==> config.mk <==
export PLATFORM = sky130hd
export DESIGN_NAME = lttb_mul
export DESIGN_NICKNAME = d
export VERILOG_FILES = /design/src/design/lttb_mul.sv
export SDC_FILE = /design/constraint.sdc
export NUM_CORES = 1
export LEC_CHECK = 0
export BUFFER_PORTS_ARGS = -buffer_cell sky130_fd_sc_hd__buf_2
export CORE_MARGIN = 10
export CORE_UTILIZATION = 40
export CTS_BUF_LIST = sky130_fd_sc_hd__clkbuf_8
export DETAILED_ROUTE_END_ITERATION = 8
export SYNTH_ARGS = -nofsm -noshare
export SYNTH_HDL_FRONTEND = slang
export SYNTH_SLANG_ARGS = --single-unit
export TNS_END_PERCENT = 10
==> constraint.sdc <==
create_clock -name clk -period 5.1 [get_ports clk]
set_input_delay 0.765 -clock clk [delete_from_list [all_inputs] [get_ports clk]]
set_output_delay 0.765 -clock clk [all_outputs]
set_load 0.01 [all_outputs]
==> src/design/lttb_mul.sv <==
// shared sequential signed multiplier, one shift-add step per cycle
// depends on nothing but its parameters
`timescale 1ns / 1ps

module lttb_mul #(
    parameter int AW = 45,
    parameter int BW = 34
) (
    input  logic                 clk,
    input  logic                 rst_n,
    input  logic                 start,
    input  logic signed [AW-1:0] a,
    input  logic signed [BW-1:0] b,
    output logic                 busy,
    output logic                 done,
    output logic signed [AW+BW-1:0] p
);

    localparam int CNTW = $clog2(BW + 1);

    logic            busy_reg;
    logic            done_reg;
    logic [CNTW-1:0] cnt_reg;
    logic            neg_reg;
    logic [AW-1:0]   mcand_reg;
    logic [AW:0]     hi_reg;
    logic [BW-1:0]   lo_reg;
    logic [AW:0]     sum;
    logic [AW+BW-1:0] mag;

    assign sum = hi_reg + (lo_reg[0] ? {1'b0, mcand_reg} : '0);

    always_ff @(posedge clk or negedge rst_n)
    begin
        if (!rst_n)
        begin
            busy_reg <= 1'b0;
            done_reg <= 1'b0;
            cnt_reg  <= '0;
        end
        else
        begin
            done_reg <= 1'b0;
            if (start && !busy_reg)
            begin
                busy_reg  <= 1'b1;
                cnt_reg   <= CNTW'(BW);
                neg_reg   <= a[AW-1] ^ b[BW-1];
                mcand_reg <= a[AW-1] ? AW'(-a) : AW'(a);
                lo_reg    <= b[BW-1] ? BW'(-b) : BW'(b);
                hi_reg    <= '0;
            end
            else if (busy_reg)
            begin
                hi_reg  <= {1'b0, sum[AW:1]};
                lo_reg  <= {sum[0], lo_reg[BW-1:1]};
                cnt_reg <= cnt_reg - CNTW'(1);
                if (cnt_reg == CNTW'(1))
                begin
                    busy_reg <= 1'b0;
                    done_reg <= 1'b1;
                end
            end
        end
    end

    assign mag  = {hi_reg[AW-1:0], lo_reg};
    assign p    = neg_reg ? $signed(-mag) : $signed(mag);
    assign busy = busy_reg;
    assign done = done_reg;

endmodule

==> results.sh <==
export IMPL_ys_seq_elements=134
export IMPL_placed_cells=1676
export IMPL_ant_nets=0
export IMPL_syn_num_nets=1354
export IMPL_r2r_start="lo_reg[0]$_DFFE_PP_"
export IMPL_final_setup_tns_ns=0
export IMPL_design_final_nets=1487
export IMPL_clock_sinks=134
export IMPL_yosysWarnings=0
export IMPL_cts_tree="built"
export IMPL_hold_class="flop to flop"
export IMPL_cpPeakStageDelay_ns=0.55
export IMPL_worst_r2r_path_depth=14
export IMPL_die_area_um2=34270
export IMPL_grt_setup_unrepaired="no"
export IMPL_timing_hold_worst_path_depth=3
export IMPL_drc_errors=0
export IMPL_mostFrequentLayoutCell="nand2_1"
export IMPL_core_area_um2=26880
export IMPL_min_to="done$_DFF_PN0_"
export IMPL_postCtsSetupRepairBufs=0
export IMPL_post_syn_area_um2=10910
export IMPL_critical_path_arrival_ns=4.02
export IMPL_largest_register_ff_count=46
export IMPL_commonest_non_fill_non_tap_cells_in_the_layout="nand2_1 (176), buf_2 (162), o21ai_0 (144)"
export IMPL_cp_common_cell="or3_4"
export IMPL_final_cell_count_without_fillers=1709
export IMPL_reg2reg_capture_point="hi_reg[43]$_SDFFCE_PP0P_"
export IMPL_cts_hold_buf=0
export IMPL_total_power_divided_by_cell_area_nw_per_um2=467.3
export IMPL_cap_violations=0
export IMPL_worst_setup_path_start="lo_reg[15]$_DFFE_PP_"
export IMPL_die_width_um=185.1
export IMPL_worst_clock_skew_ns=0.02242
export IMPL_timing_critical_path_cells="or4_4, or3_4, or3_4, nor3_4, nand2_2, nor4_1, nand2_1, nand2b_4, o41ai_2, xnor2_1, buf_2"
export IMPL_num_vias=9393
export IMPL_violation_count_after_the_first_detailed_routing_iteration=693
export IMPL_worst_pin_slew_ns=1.015
export IMPL_irDropWorstVdd_mv=0.1641
export IMPL_final_period_minus_worst_setup_slack_ns=4.784
export IMPL_status="finished clean"
export IMPL_grt_ovfl_total=0
export IMPL_grt_pass1_wl_mm=48.16
export IMPL_synth_cells=1221
export IMPL_timing_setup_critical_path_class="flop to output pin"
export IMPL_io_pins=163
export IMPL_track_usage_pct=17.45
export IMPL_static_leakage_power_nw=4.792
export IMPL_ctsHtreeMaxLevel=4
export IMPL_holdCritStartpoint="cnt_reg[5]$_DFFE_PN0N_"
export IMPL_rows=60
export IMPL_grt_antenna_before_repair=2
export IMPL_largest_net_degree_at_the_start_of_global_routing=72
export IMPL_area_growth_synth_to_final_pct=14.07
export IMPL_timing_final_crit_share_pct=93.80
export IMPL_starting_density_of_the_core_pct=40.58
export IMPL_io_buffers=162
export IMPL_worst_ep_required_time_ns=4.34
export IMPL_clock_tree_root="clkbuf_8"
export IMPL_number_of_synthesized_flops_with_an_enable_pin=126
export IMPL_timing_critical_path_fanout_max=6
export IMPL_reg2reg_slack_ns=1.02
export IMPL_hpwlAfterDp_mm=23.56
export IMPL_post_synth_num_cell_types=67
export IMPL_timing_final_setup_violations=0
export IMPL_critPathCaptureType="output pin"
export IMPL_post_drt_wl_per_cell_um=17.70
export IMPL_number_of_global_route_vias_before_repair=9098
export IMPL_routabilityCongestion=0.8983
export IMPL_share_of_the_core_filled_with_cells_in_the_final_layout_pct=46.28
export IMPL_slew_headroom_pct=32.19
export IMPL_synth_seq_area_share_pct=36.53
export IMPL_final_max_slew_viol_count=0
export IMPL_synthesis_area_per_instance_um2=8.932
export IMPL_timing_final_hold_violations=0
export IMPL_via_cell_ratio=5.496
export IMPL_drt_pass1_iter_count=5
export IMPL_cpMaxStageDelayCell="or4_4"
export IMPL_tritoncts_num_buffers=17
export IMPL_postSynth_asyncResetShare_pct=5.970
export IMPL_synthFlopType="edfxtp_1"
export IMPL_fmax_ghz=0.2090
export IMPL_floorplan_die_height_um=185.1
export IMPL_worstSkewPairLatency_ns=0.45
export IMPL_clock_path_buffers=2
export IMPL_type_of_element_launching_the_critical_path="flop"
export IMPL_share_of_layout_cells_above_drive_strength_1_pct=16.97
export IMPL_routed_wl_mm=30.25
export IMPL_clkTransAtPathRegs_ns=0.10
## critical path: cells and delay by family (launching register included)
family          cells  cell delay [ns]
buf+inv             1             0.15
simple gates        8             2.55
compound gates      1             0.24
flops               1             0.46
xor+xnor            1             0.15
## routing by layer
layer	up-vias	GRT usage [%]	wire, um
met5	-	0	11
met1	4417	24.96	14970
li1	4713	-	-
met3	24	3.821	1760
met4	2	4.324	414
met2	237	25.97	13100
## final cells by class
cell class | instances | area, um2
Tap cell | 341 | 426.7
Inverter | 32 | 120.1
Sequential cell | 134 | 3984
Fill cell | 2651 | 14440
Multi-Input combinational cell | 998 | 6615
Antenna cell | 1 | 2.502
Clock inverter | 15 | 178.9
Timing Repair Buffer | 171 | 878.3
Clock buffer | 17 | 234.0
## where the power goes
part | internal [mW] | switching, mW
Combinational | 1.19 | 1.57
Sequential | 1.65 | 0.452
Clock | 0.489 | 0.467
## worst max path at each step
stage / endpoint / cells past startpoint / slack [ns]
floorplan: p[57] / 8 / 1.40
global route: p[75] / 11 / 0.008
CTS: p[73] / 11 / 0.25
global placement: p[75] / 11 / 0.80
detailed placement: p[73] / 11 / 0.78
finish: p[73] / 11 / 0.32
## cells in the mapped netlist, types with 3 or more instances
library cell,number,share of area (%)
ha_1,50,5.7
xnor2_1,143,11
a31oi_1,8,0.46
nand3_1,18,0.83
and2_1,49,2.8
a21o_1,22,1.5
xor2_1,49,3.9
o21bai_1,6,0.41
o41ai_1,14,1.1
nand2b_1,14,0.80
and3_1,4,0.23
or3_1,16,0.92
o21a_1,8,0.55
o21ai_0,144,6.6
a21oi_1,60,2.8
a22o_1,5,0.40
o31ai_2,3,0.34
o41ai_2,3,0.45
nor2_1,35,1.2
edfxtp_1,126,35
o211ai_1,5,0.34
nor3_1,17,0.78
nand2_1,177,6.1
nor4_1,15,0.86
nor2b_1,6,0.34
or3_4,3,0.31
o31ai_1,48,3.3
clkbuf_1,56,1.9
nand4_1,15,0.86
a21boi_0,3,0.21
dfrtp_1,8,1.8
or4_1,12,0.83
or2_2,4,0.23
inv_1,32,1.1
## per-stage QoR
stage | setup slack, ns | hold slack (ns) | total power [mW] | instance area, um2
after CTS | 0.2533 | 0.5322 | 5.837 | 12430
after global placement | 0.7952 | 0.5123 | 4.834 | 12020
after global routing | 0.007928 | 0.5323 | 6.277 | 12440
final | 0.3164 | 0.5298 | 5.813 | 12440
after floorplan | 1.398 | 0.4694 | 3.948 | 10910
after detailed placement | 0.7758 | 0.5193 | 4.869 | 12020
## cells by family (layout without fill, tap and decap cells)
group	Yosys count	count (layout)	share of synthesized area, %
xor gates and xnor gates	192	192	15.42
DFF	134	134	36.53
muxes	3	3	0.2868
and+or+nand+nor	407	407	19.02
buffers and inverters	89	235	3.098
AOI/OAI and AO/OA	345	345	19.72
other	0	1	0
adders and majority gates	51	51	5.920
## timing repair
item                                    4_1_cts  5_1_grt
endpoints found under the setup margin        0        4
gates resized for setup                       0        1
hold endpoints to repair                      0        0
Note: power is estimated with default switching activity, not from simulation.
